--- src/rtl/bus_command_servo_switch_controller_unit_defines.svh ---
// Assertion macros shared by the bcssc RTL.
`ifndef BUS_COMMAND_SERVO_SWITCH_CONTROLLER_UNIT_DEFINES_SVH
`define BUS_COMMAND_SERVO_SWITCH_CONTROLLER_UNIT_DEFINES_SVH

// Same-cycle implication, off during reset.
`define BCSSC_ASSERT_IMP(name, clk, rst_n, ante, cons, msg) \
    name: assert property (@(posedge clk) disable iff (!rst_n) (ante) |-> (cons)) \
        else $error(msg);

// Next-cycle implication, off during reset.
`define BCSSC_ASSERT_NXT(name, clk, rst_n, ante, cons, msg) \
    name: assert property (@(posedge clk) disable iff (!rst_n) (ante) |=> (cons)) \
        else $error(msg);

`endif

--- src/rtl/bcssc_pkg.sv ---
package bcssc_pkg;

    localparam int BUFFER_LIMIT   = 16;
    localparam int SERVO_CHANNELS = 6;
    localparam int HELD_BYTES     = 3;
    localparam int REPLY_LIMIT    = 5;
    localparam int REPLY_ONE_POS  = 1;
    localparam int OUT_SERVOS     = 6;
    localparam int QUEUE_DEPTH    = 2;

    localparam int CNT_W  = $clog2(BUFFER_LIMIT + 1);
    localparam int HOLD_W = $clog2(HELD_BYTES);
    localparam int RP_W   = $clog2(REPLY_LIMIT + 1);
    localparam int CHAN_W = (SERVO_CHANNELS > 1) ? $clog2(SERVO_CHANNELS) : 1;
    localparam int SW_W   = 11;

    // servo compare = value * 41 / 255 + 39
    localparam int SERVO_MUL   = 41;
    localparam int SERVO_DIV   = 255;
    localparam int SERVO_OFS   = 39;
    localparam int SERVO_RESET = 59;
    localparam int LED_CHAN    = 1;   // command 2
    localparam int X_W = 22;          // 16-bit value times 41
    localparam int P_W = X_W + 8;     // x * 257
    localparam int Q_W = P_W - 16;

    localparam logic [1:0] OP_START = 2'd0;
    localparam logic [1:0] OP_WRITE = 2'd1;
    localparam logic [1:0] OP_READ  = 2'd2;
    localparam logic [1:0] OP_STOP  = 2'd3;

    typedef enum logic [1:0] {
        ACT_NONE,
        ACT_SERVO,
        ACT_SWITCH
    } act_kind_t;

    typedef struct packed {
        logic [1:0] opcode;
        logic [7:0] data_byte;
    } in_item_t;

    typedef struct packed {
        logic [7:0] read_data;
        logic [7:0] servo1_compare;
        logic [7:0] servo2_compare;
        logic [7:0] servo3_compare;
        logic [7:0] servo4_compare;
        logic [7:0] servo5_compare;
        logic [7:0] servo6_compare;
        logic [5:0] port_c_drive;
        logic [2:0] port_b_drive;
        logic [1:0] port_a_drive;
        logic       led_state;
    } out_item_t;

    // Classified transaction handed from front to back.
    typedef struct packed {
        logic              rd_one;
        act_kind_t         kind;
        logic [CHAN_W-1:0] chan;
        logic [15:0]       value;
    } cmd_entry_t;

endpackage

--- src/rtl/bcssc_front.sv ---
`include "bus_command_servo_switch_controller_unit_defines.svh"

module bcssc_front (
    input  logic                  clk,
    input  logic                  rst_n,
    input  logic                  in_valid,
    output logic                  in_stall,
    input  bcssc_pkg::in_item_t   in_item,
    input  logic                  q_full,
    output logic                  push,
    output bcssc_pkg::cmd_entry_t push_entry
);
    import bcssc_pkg::*;

    logic [7:0]       cmd_reg [HELD_BYTES];
    logic [7:0]       cmd_next [HELD_BYTES];
    logic [CNT_W-1:0] cnt_reg, cnt_next;
    logic [RP_W-1:0]  rp_reg, rp_next;
    logic             idle_reg, idle_next;
    logic [7:0]       cmd_m1;
    cmd_entry_t       entry;

    assign in_stall   = q_full;
    assign push       = in_valid && !q_full;
    assign push_entry = entry;

    always_comb
    begin
        cmd_next     = cmd_reg;
        cnt_next     = cnt_reg;
        rp_next      = rp_reg;
        idle_next    = idle_reg;
        cmd_m1       = cmd_reg[0] - 8'd1;
        entry.rd_one = 1'b0;
        entry.kind   = ACT_NONE;
        entry.chan   = cmd_m1[CHAN_W-1:0];
        entry.value  = {cmd_reg[1], cmd_reg[2]};
        unique case (in_item.opcode)
            OP_START:
            begin
                // start is ignored while a transaction is open
                if (idle_reg)
                begin
                    for (int k = 0; k < HELD_BYTES; k++)
                    begin
                        cmd_next[k] = 8'd0;
                    end
                    cnt_next  = '0;
                    rp_next   = '0;
                    idle_next = 1'b0;
                end
            end
            OP_WRITE:
            begin
                if (cnt_reg < CNT_W'(HELD_BYTES))
                begin
                    cmd_next[cnt_reg[HOLD_W-1:0]] = in_item.data_byte;
                end
                if (cnt_reg < CNT_W'(BUFFER_LIMIT))
                begin
                    cnt_next = cnt_reg + CNT_W'(1);
                end
            end
            OP_READ:
            begin
                if (rp_reg < RP_W'(REPLY_LIMIT))
                begin
                    entry.rd_one = (rp_reg == RP_W'(REPLY_ONE_POS));
                    rp_next      = rp_reg + RP_W'(1);
                end
            end
            OP_STOP:
            begin
                if (cnt_reg > CNT_W'(1))
                begin
                    if (cmd_reg[0] == 8'd0)
                    begin
                        entry.kind = ACT_SWITCH;
                    end
                    else if (cmd_reg[0] <= 8'(SERVO_CHANNELS))
                    begin
                        entry.kind = ACT_SERVO;
                    end
                end
                idle_next = 1'b1;
            end
            default:
            begin
            end
        endcase
    end

    always_ff @(posedge clk or negedge rst_n)
    begin
        if (!rst_n)
        begin
            for (int k = 0; k < HELD_BYTES; k++)
            begin
                cmd_reg[k] <= 8'd0;
            end
            cnt_reg  <= '0;
            rp_reg   <= '0;
            idle_reg <= 1'b1;
        end
        else if (push)
        begin
            cmd_reg  <= cmd_next;
            cnt_reg  <= cnt_next;
            rp_reg   <= rp_next;
            idle_reg <= idle_next;
        end
    end

    `BCSSC_ASSERT_IMP(a_cnt_bound, clk, rst_n, 1'b1, cnt_reg <= CNT_W'(BUFFER_LIMIT), "byte count past limit")
    `BCSSC_ASSERT_NXT(a_start_clear, clk, rst_n, push && in_item.opcode == OP_START && idle_reg, cnt_reg == '0 && rp_reg == '0 && !idle_reg, "start did not open transaction")

endmodule

--- src/rtl/bcssc_queue.sv ---
`include "bus_command_servo_switch_controller_unit_defines.svh"

module bcssc_queue (
    input  logic                  clk,
    input  logic                  rst_n,
    input  logic                  push,
    input  bcssc_pkg::cmd_entry_t push_entry,
    output logic                  full,
    output logic                  q_valid,
    input  logic                  pop,
    output bcssc_pkg::cmd_entry_t q_entry
);
    import bcssc_pkg::*;

    localparam int PTR_W = (QUEUE_DEPTH > 1) ? $clog2(QUEUE_DEPTH) : 1;
    localparam int QC_W  = $clog2(QUEUE_DEPTH + 1);

    cmd_entry_t        slot_reg [QUEUE_DEPTH];
    logic [PTR_W-1:0]  wr_reg, wr_next;
    logic [PTR_W-1:0]  rd_reg, rd_next;
    logic [QC_W-1:0]   count_reg, count_next;

    assign full    = (count_reg == QC_W'(QUEUE_DEPTH));
    assign q_valid = (count_reg != '0);
    assign q_entry = slot_reg[rd_reg];

    always_comb
    begin
        wr_next    = wr_reg;
        rd_next    = rd_reg;
        count_next = count_reg;
        if (push)
        begin
            wr_next = (wr_reg == PTR_W'(QUEUE_DEPTH - 1)) ? '0 : wr_reg + PTR_W'(1);
        end
        if (pop)
        begin
            rd_next = (rd_reg == PTR_W'(QUEUE_DEPTH - 1)) ? '0 : rd_reg + PTR_W'(1);
        end
        if (push && !pop)
        begin
            count_next = count_reg + QC_W'(1);
        end
        else if (pop && !push)
        begin
            count_next = count_reg - QC_W'(1);
        end
    end

    always_ff @(posedge clk or negedge rst_n)
    begin
        if (!rst_n)
        begin
            wr_reg    <= '0;
            rd_reg    <= '0;
            count_reg <= '0;
        end
        else
        begin
            wr_reg    <= wr_next;
            rd_reg    <= rd_next;
            count_reg <= count_next;
        end
    end

    always_ff @(posedge clk)
    begin
        if (push)
        begin
            slot_reg[wr_reg] <= push_entry;
        end
    end

    `BCSSC_ASSERT_NXT(a_pop_drains, clk, rst_n, pop && !push, count_reg == $past(count_reg) - QC_W'(1), "pop did not drain queue")
    `BCSSC_ASSERT_IMP(a_pop_nonempty, clk, rst_n, pop, q_valid, "pop from empty queue")

endmodule

--- src/rtl/bcssc_back.sv ---
`include "bus_command_servo_switch_controller_unit_defines.svh"

module bcssc_back (
    input  logic                  clk,
    input  logic                  rst_n,
    input  logic                  q_valid,
    input  bcssc_pkg::cmd_entry_t q_entry,
    output logic                  pop,
    output logic                  out_valid,
    input  logic                  out_stall,
    output bcssc_pkg::out_item_t  out_item
);
    import bcssc_pkg::*;

    // stage A: value * 41
    logic              a_valid_reg;
    logic              a_rd_reg;
    act_kind_t         a_kind_reg;
    logic [CHAN_W-1:0] a_chan_reg;
    logic [SW_W-1:0]   a_sw_reg;
    logic [X_W-1:0]    a_x_reg;

    // stage B: divide by 255, apply, output register
    logic              out_valid_reg;
    out_item_t         out_reg, out_next;
    logic [7:0]        servo_reg [SERVO_CHANNELS];
    logic [7:0]        servo_next [SERVO_CHANNELS];
    logic [SW_W-1:0]   sw_reg, sw_next;
    logic              led_reg, led_next;

    logic              b_ready, a_ready, b_fire;
    logic [P_W-1:0]    prod;
    logic [Q_W-1:0]    q0, quo;
    logic [X_W-1:0]    rem;
    logic [7:0]        comp;
    logic [7:0]        servo_view [OUT_SERVOS];

    assign b_ready   = !out_valid_reg || !out_stall;
    assign a_ready   = !a_valid_reg || b_ready;
    assign pop       = q_valid && a_ready;
    assign b_fire    = a_valid_reg && b_ready;
    assign out_valid = out_valid_reg;
    assign out_item  = out_reg;

    always_ff @(posedge clk or negedge rst_n)
    begin
        if (!rst_n)
        begin
            a_valid_reg <= 1'b0;
        end
        else if (a_ready)
        begin
            a_valid_reg <= q_valid;
        end
    end

    always_ff @(posedge clk)
    begin
        if (pop)
        begin
            a_rd_reg   <= q_entry.rd_one;
            a_kind_reg <= q_entry.kind;
            a_chan_reg <= q_entry.chan;
            a_sw_reg   <= q_entry.value[SW_W-1:0];
            a_x_reg    <= X_W'(q_entry.value) * X_W'(SERVO_MUL);
        end
    end

    // x / 255: x*257 >> 16 is low by at most one, one correction step
    always_comb
    begin
        prod = (P_W'(a_x_reg) << 8) + P_W'(a_x_reg);
        q0   = prod[P_W-1:16];
        rem  = a_x_reg - (X_W'(q0) << 8) + X_W'(q0);
        quo  = (rem >= X_W'(SERVO_DIV)) ? q0 + Q_W'(1) : q0;
        comp = quo[7:0] + 8'(SERVO_OFS);
    end

    always_comb
    begin
        servo_next = servo_reg;
        sw_next    = sw_reg;
        led_next   = led_reg;
        case (a_kind_reg)
            ACT_SERVO:
            begin
                servo_next[a_chan_reg] = comp;
                if (a_chan_reg == CHAN_W'(LED_CHAN))
                begin
                    led_next = !led_reg;
                end
            end
            ACT_SWITCH:
            begin
                sw_next = a_sw_reg;
            end
            default:
            begin
            end
        endcase

        for (int k = 0; k < OUT_SERVOS; k++)
        begin
            servo_view[k] = 8'd0;
            if (k < SERVO_CHANNELS)
            begin
                servo_view[k] = servo_next[k];
            end
        end

        out_next.read_data      = {7'd0, a_rd_reg};
        out_next.servo1_compare = servo_view[0];
        out_next.servo2_compare = servo_view[1];
        out_next.servo3_compare = servo_view[2];
        out_next.servo4_compare = servo_view[3];
        out_next.servo5_compare = servo_view[4];
        out_next.servo6_compare = servo_view[5];
        out_next.port_c_drive   = {sw_next[0], sw_next[1], sw_next[2],
                                   sw_next[3], sw_next[4], sw_next[5]};
        out_next.port_b_drive   = {sw_next[6], sw_next[7], sw_next[8]};
        out_next.port_a_drive   = {sw_next[9], sw_next[10]};
        out_next.led_state      = led_next;
    end

    always_ff @(posedge clk or negedge rst_n)
    begin
        if (!rst_n)
        begin
            out_valid_reg <= 1'b0;
            for (int k = 0; k < SERVO_CHANNELS; k++)
            begin
                servo_reg[k] <= 8'(SERVO_RESET);
            end
            sw_reg  <= '0;
            led_reg <= 1'b0;
        end
        else if (b_fire)
        begin
            out_valid_reg <= 1'b1;
            servo_reg     <= servo_next;
            sw_reg        <= sw_next;
            led_reg       <= led_next;
        end
        else if (!out_stall)
        begin
            out_valid_reg <= 1'b0;
        end
    end

    always_ff @(posedge clk)
    begin
        if (b_fire)
        begin
            out_reg <= out_next;
        end
    end

    `BCSSC_ASSERT_IMP(a_rem_fixed, clk, rst_n, a_valid_reg, rem < X_W'(2 * SERVO_DIV), "divide correction out of range")
    `BCSSC_ASSERT_NXT(a_led_toggle, clk, rst_n, b_fire && a_kind_reg == ACT_SERVO && a_chan_reg == CHAN_W'(LED_CHAN), led_reg != $past(led_reg), "led did not toggle")

endmodule

--- src/rtl/bus_command_servo_switch_controller_unit.sv ---
// Channel   Direction  Payload      Handshake
// in        input      in_item_t    in_valid / in_stall   (one bus event)
// out       output     out_item_t   out_valid / out_stall (state after event)
//
// One transaction in per cycle when nothing stalls, one result out per transaction.
// The front updates bus state in the accept cycle and pushes the entry into
// the queue; the back then runs stage A on value*41 and stage B on the /255,
// the register update and the output register.
// Reset: control state cleared, servo compares to 59, bus stopped (data regs not reset).
// A stalled output backs up the back pipe, then the 2-entry queue, then in_stall.
module bus_command_servo_switch_controller_unit (
    input  logic                 clk,
    input  logic                 rst_n,
    input  logic                 in_valid,
    output logic                 in_stall,
    input  bcssc_pkg::in_item_t  in_item,
    output logic                 out_valid,
    input  logic                 out_stall,
    output bcssc_pkg::out_item_t out_item
);
    import bcssc_pkg::*;

    logic       push;
    logic       q_full;
    logic       q_valid;
    logic       pop;
    cmd_entry_t push_entry;
    cmd_entry_t q_entry;

    // Front: tracks start/stop, the three command bytes, byte count and
    // read pointer; turns a stop with a valid command into a servo or switch action.
    bcssc_front u_front (
        .clk        (clk),
        .rst_n      (rst_n),
        .in_valid   (in_valid),
        .in_stall   (in_stall),
        .in_item    (in_item),
        .q_full     (q_full),
        .push       (push),
        .push_entry (push_entry)
    );

    // Short queue decouples front from back.
    bcssc_queue u_queue (
        .clk        (clk),
        .rst_n      (rst_n),
        .push       (push),
        .push_entry (push_entry),
        .full       (q_full),
        .q_valid    (q_valid),
        .pop        (pop),
        .q_entry    (q_entry)
    );

    // Back: computes the compare value, holds servo, switch and led state,
    // and owns the output register.
    bcssc_back u_back (
        .clk       (clk),
        .rst_n     (rst_n),
        .q_valid   (q_valid),
        .q_entry   (q_entry),
        .pop       (pop),
        .out_valid (out_valid),
        .out_stall (out_stall),
        .out_item  (out_item)
    );

endmodule
--- config.mk ---
export PLATFORM = sky130hd
export DESIGN_NAME = bus_command_servo_switch_controller_unit
export DESIGN_NICKNAME = d
export VERILOG_FILES = /design/src/rtl/bcssc_pkg.sv /design/src/rtl/bcssc_front.sv /design/src/rtl/bcssc_queue.sv /design/src/rtl/bcssc_back.sv /design/src/rtl/bus_command_servo_switch_controller_unit.sv
export VERILOG_INCLUDE_DIRS = /design/src /design/src/rtl
export SDC_FILE = /design/constraint.sdc
export NUM_CORES = 1
export LEC_CHECK = 0
export BUFFER_PORTS_ARGS = -buffer_cell sky130_fd_sc_hd__buf_2
export CAP_MARGIN = 40
export CORE_UTILIZATION = 55
export CTS_CLUSTER_DIAMETER = 30
export DETAILED_ROUTE_END_ITERATION = 10
export HOLD_SLACK_MARGIN = 0.06
export PLACE_DENSITY = 0.72
export REMOVE_ABC_BUFFERS = 1
export SLEW_MARGIN = 40
export SYNTH_ARGS = -nofsm -noshare
export SYNTH_HDL_FRONTEND = slang
export SYNTH_SLANG_ARGS = --single-unit
--- constraint.sdc ---
create_clock -name clk -period 6.55 [get_ports clk]
set_input_delay 1.31 -clock clk [delete_from_list [all_inputs] [get_ports clk]]
set_output_delay 1.31 -clock clk [all_outputs]
set_load 0.1 [all_outputs]
==> results.md <==
| Stage | Metric | Value |
|:---|:---|:---|
| route | Iteration-0 DRC count of the detailed router | 693 |
| placed design | Count of buffers from port buffering | 76 |
| setup path | Arrival time reported for the critical path endpoint | 7.06 ns |
| route | Drt first pass iters | 5 |
| die | Die Width | 162 um |
| timing | Transition at the pin with the smallest max-transition slack | 0.730 ns |
| route | Vias per Instance | 5.55 |
| flow run | Max cap viols | 0 |
| clock tree | Clock buffers created by TritonCTS | 38 |
| timing | Final hold violations | 0 |
| global route | Wire length of the first global-routing pass | 51.2 mm |
| route | Avg WL per Cell | 17.9 um |
| yosys | Flip-flop and latch count after synthesis | 240 |
| setup path | Delay of the slowest cell on the worst path | 0.55 ns |
| setup path | CP max stage cell | fa_1 |
| yosys | Top cell type's share of synthesized area | 0.300 |
| timing | Clock period minus final worst setup slack | 6.80 ns |
| route | DR DRC count | 0 |
| setup path | Classification of the worst setup path | reg -> reg |
| clock tree | Number of H-tree branching levels | 2 |
| setup path | Data required time of the worst path | 6.81 ns |
| status | Failing checks | negative setup slack |
| route | Antenna-violating nets left | 0 |
| setup path | Setup crit end kind | flip-flop |
| clock tree | Insertion delay of the later-clocked pin in the worst-skew pair | 0.52 ns |
| clock tree | Clock net sink count | 240 |
| min path | Worst Min Path Start | u_back.a_rd_reg$_DFFE_PP_ |
| layout | Area of the multi-input gates | 7290 um2 |
| setup path | Crit Path Max Fanout | 6 |
| yosys | Distinct cells, synth | 83 |
| setup path | Endpoint of the most critical register-to-register path | u_back.out_item[16]$_DFFE_PP_ |
| clock tree | Cell at the root of the clock tree | clkbuf_16 |
| yosys | Biggest area consumer among synthesized cells | edfxtp_1 |
| placed design | Total instance count after detailed placement | 1764 |
| die | DIE AREA | 26300 um2 |
| global route | Antenna violations before repair | 0 |
| placed design | Detailed-placement wirelength estimate | 22.4 mm |
| timing | Final Max Slew Viols | 0 |
| min path | Hold worst-path end | u_back.out_item[60]$_DFFE_PP_ |
| layout | Layout Nets | 1642 |
| layout | Fill cell count | 1687 |
| timing | Final worst hold slack | 0.427 ns |
| route | Detailed Route WL | 33.3 mm |
| layout | Post-layout instance count excluding filler cells | 1853 |
| layout | Core occupancy in the finished layout | 0.715 |
| placed design | Routability-driven placement congestion ratio | 0.917 |
| die | Vertical extent of the die | 162 um |
| setup path | Crit path top cell by count | ha_4 |
| timing | Setup Viol. Count Final | 42 |
| die | IO Count | 84 |
| min path | Worst hold-check path type | reg -> reg |
| timing | Worst slew margin | 0.507 |
| timing | Final clock skew | 0.0137 ns |
| setup path | Nature of the critical path startpoint | flip-flop |
| die | Starting density of the core | 0.561 |
| layout | Number of antenna cells inserted | 0 |
| timing | Final critical-path share of the clock period | 1.04 |
| timing | Setup repair after global routing missed its margin | true |
| layout | Flip-flop count of the largest register, all copies and words added | 61 |
| layout | Layout Area Growth over Synthesis | 27.6% |
| yosys | Main synth FF type | edfxtp_1 |
| timing | Upper clock frequency limit | 147 MHz |
| global route | Vias in the first global route | 10204 |
| status | Outcome | complete, but fails checks |
| global route | Pin count of the biggest net entering global routing | 67 |
| layout | Seq. cell area | 6750 um2 |
| yosys | Share of async-settable or async-resettable flops after synthesis | 0.413 |
| min path | Worst hold path depth | 0 |
| die | Core box area | 25200 um2 |
| yosys | Average cell area after synthesis | 11.3 um2 |
| die | Floorplan row count | 58 |
| setup path | Worst r2r path cells | 32 |
| setup path | Reg2reg setup slack | -0.25 ns |
| yosys | Count of flip-flops with a built-in enable after synthesis | 141 |
| yosys | Sequential fraction of the synthesis area | 0.478 |
| global route | GRT Total Usage | 0.245 |
| layout | Share of final-layout standard cells stronger than drive strength 1 | 0.362 |
| clock tree | Hold bufs inserted after CTS | 0 |
| route | Vias after detailed routing | 10286 |
| clock tree | Buffer depth of the longest clock path | 3 |
| yosys | Netlist area before placement | 14100 um2 |
| timing | Worst-case setup margin in the final layout | -0.255 ns |
| placed design | DP Area | 15900 um2 |
| clock tree | Clk slew on worst S/H paths | 0.05 ns |
| yosys | Yosys synthesis warning count | 0 |
| layout | Final cell area excluding filler cells | 18000 um2 |
| yosys | Largest cells by area after synthesis | edfxtp_1 (30%), dfrtp_1 (12%), ha_1 (10%) |
| setup path | Critical register-to-register path startpoint | u_back.a_x_reg[13]$_DFFE_PP_ |
| yosys | Gate Count Post-Synth | 1251 |
| global route | GRT overflow | 0 |
| clock tree | Clock tree from TritonCTS | built |
==> cell usage in the layout (no fill, tap or decap), types with 11 or more instances in the layout <==
master / Yosys / layout
nand3_1: 15 / 13
inv_1: 153 / 149
nor3_1: 11 / 11
dfstp_2: 31 / 31
nor2_1: 55 / 46
buf_4: 8 / 154
dfrtp_1: 68 / 68
fa_1: 17 / 17
a21oi_2: 1 / 15
xor2_1: 12 / 11
ha_1: 118 / 104
nand2b_1: 11 / 11
mux2_4: 0 / 23
mux2i_1: 13 / 13
ha_4: 0 / 12
buf_2: 9 / 75
nand4_1: 34 / 34
o21ai_0: 53 / 51
edfxtp_1: 141 / 141
mux2_2: 106 / 84
a21oi_1: 52 / 36
clkbuf_16: 0 / 38
xnor2_1: 42 / 39
nand2_1: 112 / 107
==> worst max-delay path, delay by kind of cell, from the launching register on <==
family,cells,cell delay [ns]
AOI/OAI and AO/OA,9,1.65
muxes,2,0.60
and+or+nand+nor,8,1.33
adders and majority gates,5,1.44
DFF,1,0.45
xor gates and xnor gates,2,0.39
buffers and inverters,6,0.70
==> per-stage QoR <==
step / worst slack, ns / TNS (ns)
6_report: -0.255 / -6.21
3_5_place_dp: -0.707 / -16.48
3_3_place_gp: -0.510 / -11.80
4_1_cts: -0.0388 / -0.343
5_1_grt: -0.568 / -20.06
2_1_floorplan: -0.328 / -6.69
==> layout make-up <==
type / count / share of cell area
Clock inverter: 25 / 0.0182
Clock buffer: 45 / 0.0554
Timing Repair Buffer: 238 / 0.0916
Multi-Input combinational cell: 820 / 0.405
Sequential cell: 240 / 0.375
Tap cell: 330 / 0.0229
Inverter: 155 / 0.0324
==> routing by layer <==
metal / track usage / share of wire / vias up
met2: 0.438 / 0.51 / 251
met3: 0.0312 / 0.039 / 75
met5: 0 / 0 / -
met1: 0.310 / 0.42 / 5023
met4: 0.0686 / 0.026 / 0
li1: - / - / 4937
==> cells in the mapped netlist, drive strengths merged (12+ instances only) <==
cell type    n
nand2b      12
a21oi       53
xnor2       45
fa          17
o21ai       64
clkbuf      22
mux2       109
inv        154
dfrtp       68
nand3       15
ha         118
mux2i       13
nand2      112
dfstp       31
nor2        55
xor2        13
edfxtp     141
buf         24
nand4       35
==> cell families (layout without fill, tap and decap cells) <==
family	Yosys count	in the layout	synth area share
adder cells (fa/ha/maj)	135	135	0.129
other	1	7	0.000266
XOR/XNOR	58	61	0.0389
buffers and inverters	201	463	0.0569
multiplexers	122	122	0.0962
flip-flops	240	240	0.478
AND/OR/NAND/NOR	284	284	0.0980
AO/OA/AOI/OAI	210	211	0.103
==> repair_timing <==
item	4_1_cts	5_1_grt
setup buffers	7	10
resized for setup	42	86
pin swaps	30	48
cloned	2	2
endpoints found under the setup margin	36	60
==> how the worst max path moves through the flow <==
stage	cells after the start	startpoint	end
2_1_floorplan	29	u_back.a_x_reg[18]$_DFFE_PP_	u_back.out_item[26]$_DFFE_PP_
3_3_place_gp	31	u_back.a_x_reg[10]$_DFFE_PP_	u_back.out_item[56]$_DFFE_PP_
3_5_place_dp	30	u_back.a_x_reg[10]$_DFFE_PP_	u_back.out_item[18]$_DFFE_PP_
4_1_cts	32	u_back.a_x_reg[12]$_DFFE_PP_	u_back.out_item[26]$_DFFE_PP_
5_1_grt	33	u_back.a_x_reg[5]$_DFFE_PP_	u_back.servo_reg[20]$_DFFE_PN1P_
6_report	32	u_back.a_x_reg[13]$_DFFE_PP_	u_back.out_item[16]$_DFFE_PP_
Power is not shown: default switching activity piles up to over one toggle a cycle in this logic, so the estimate is an artifact.
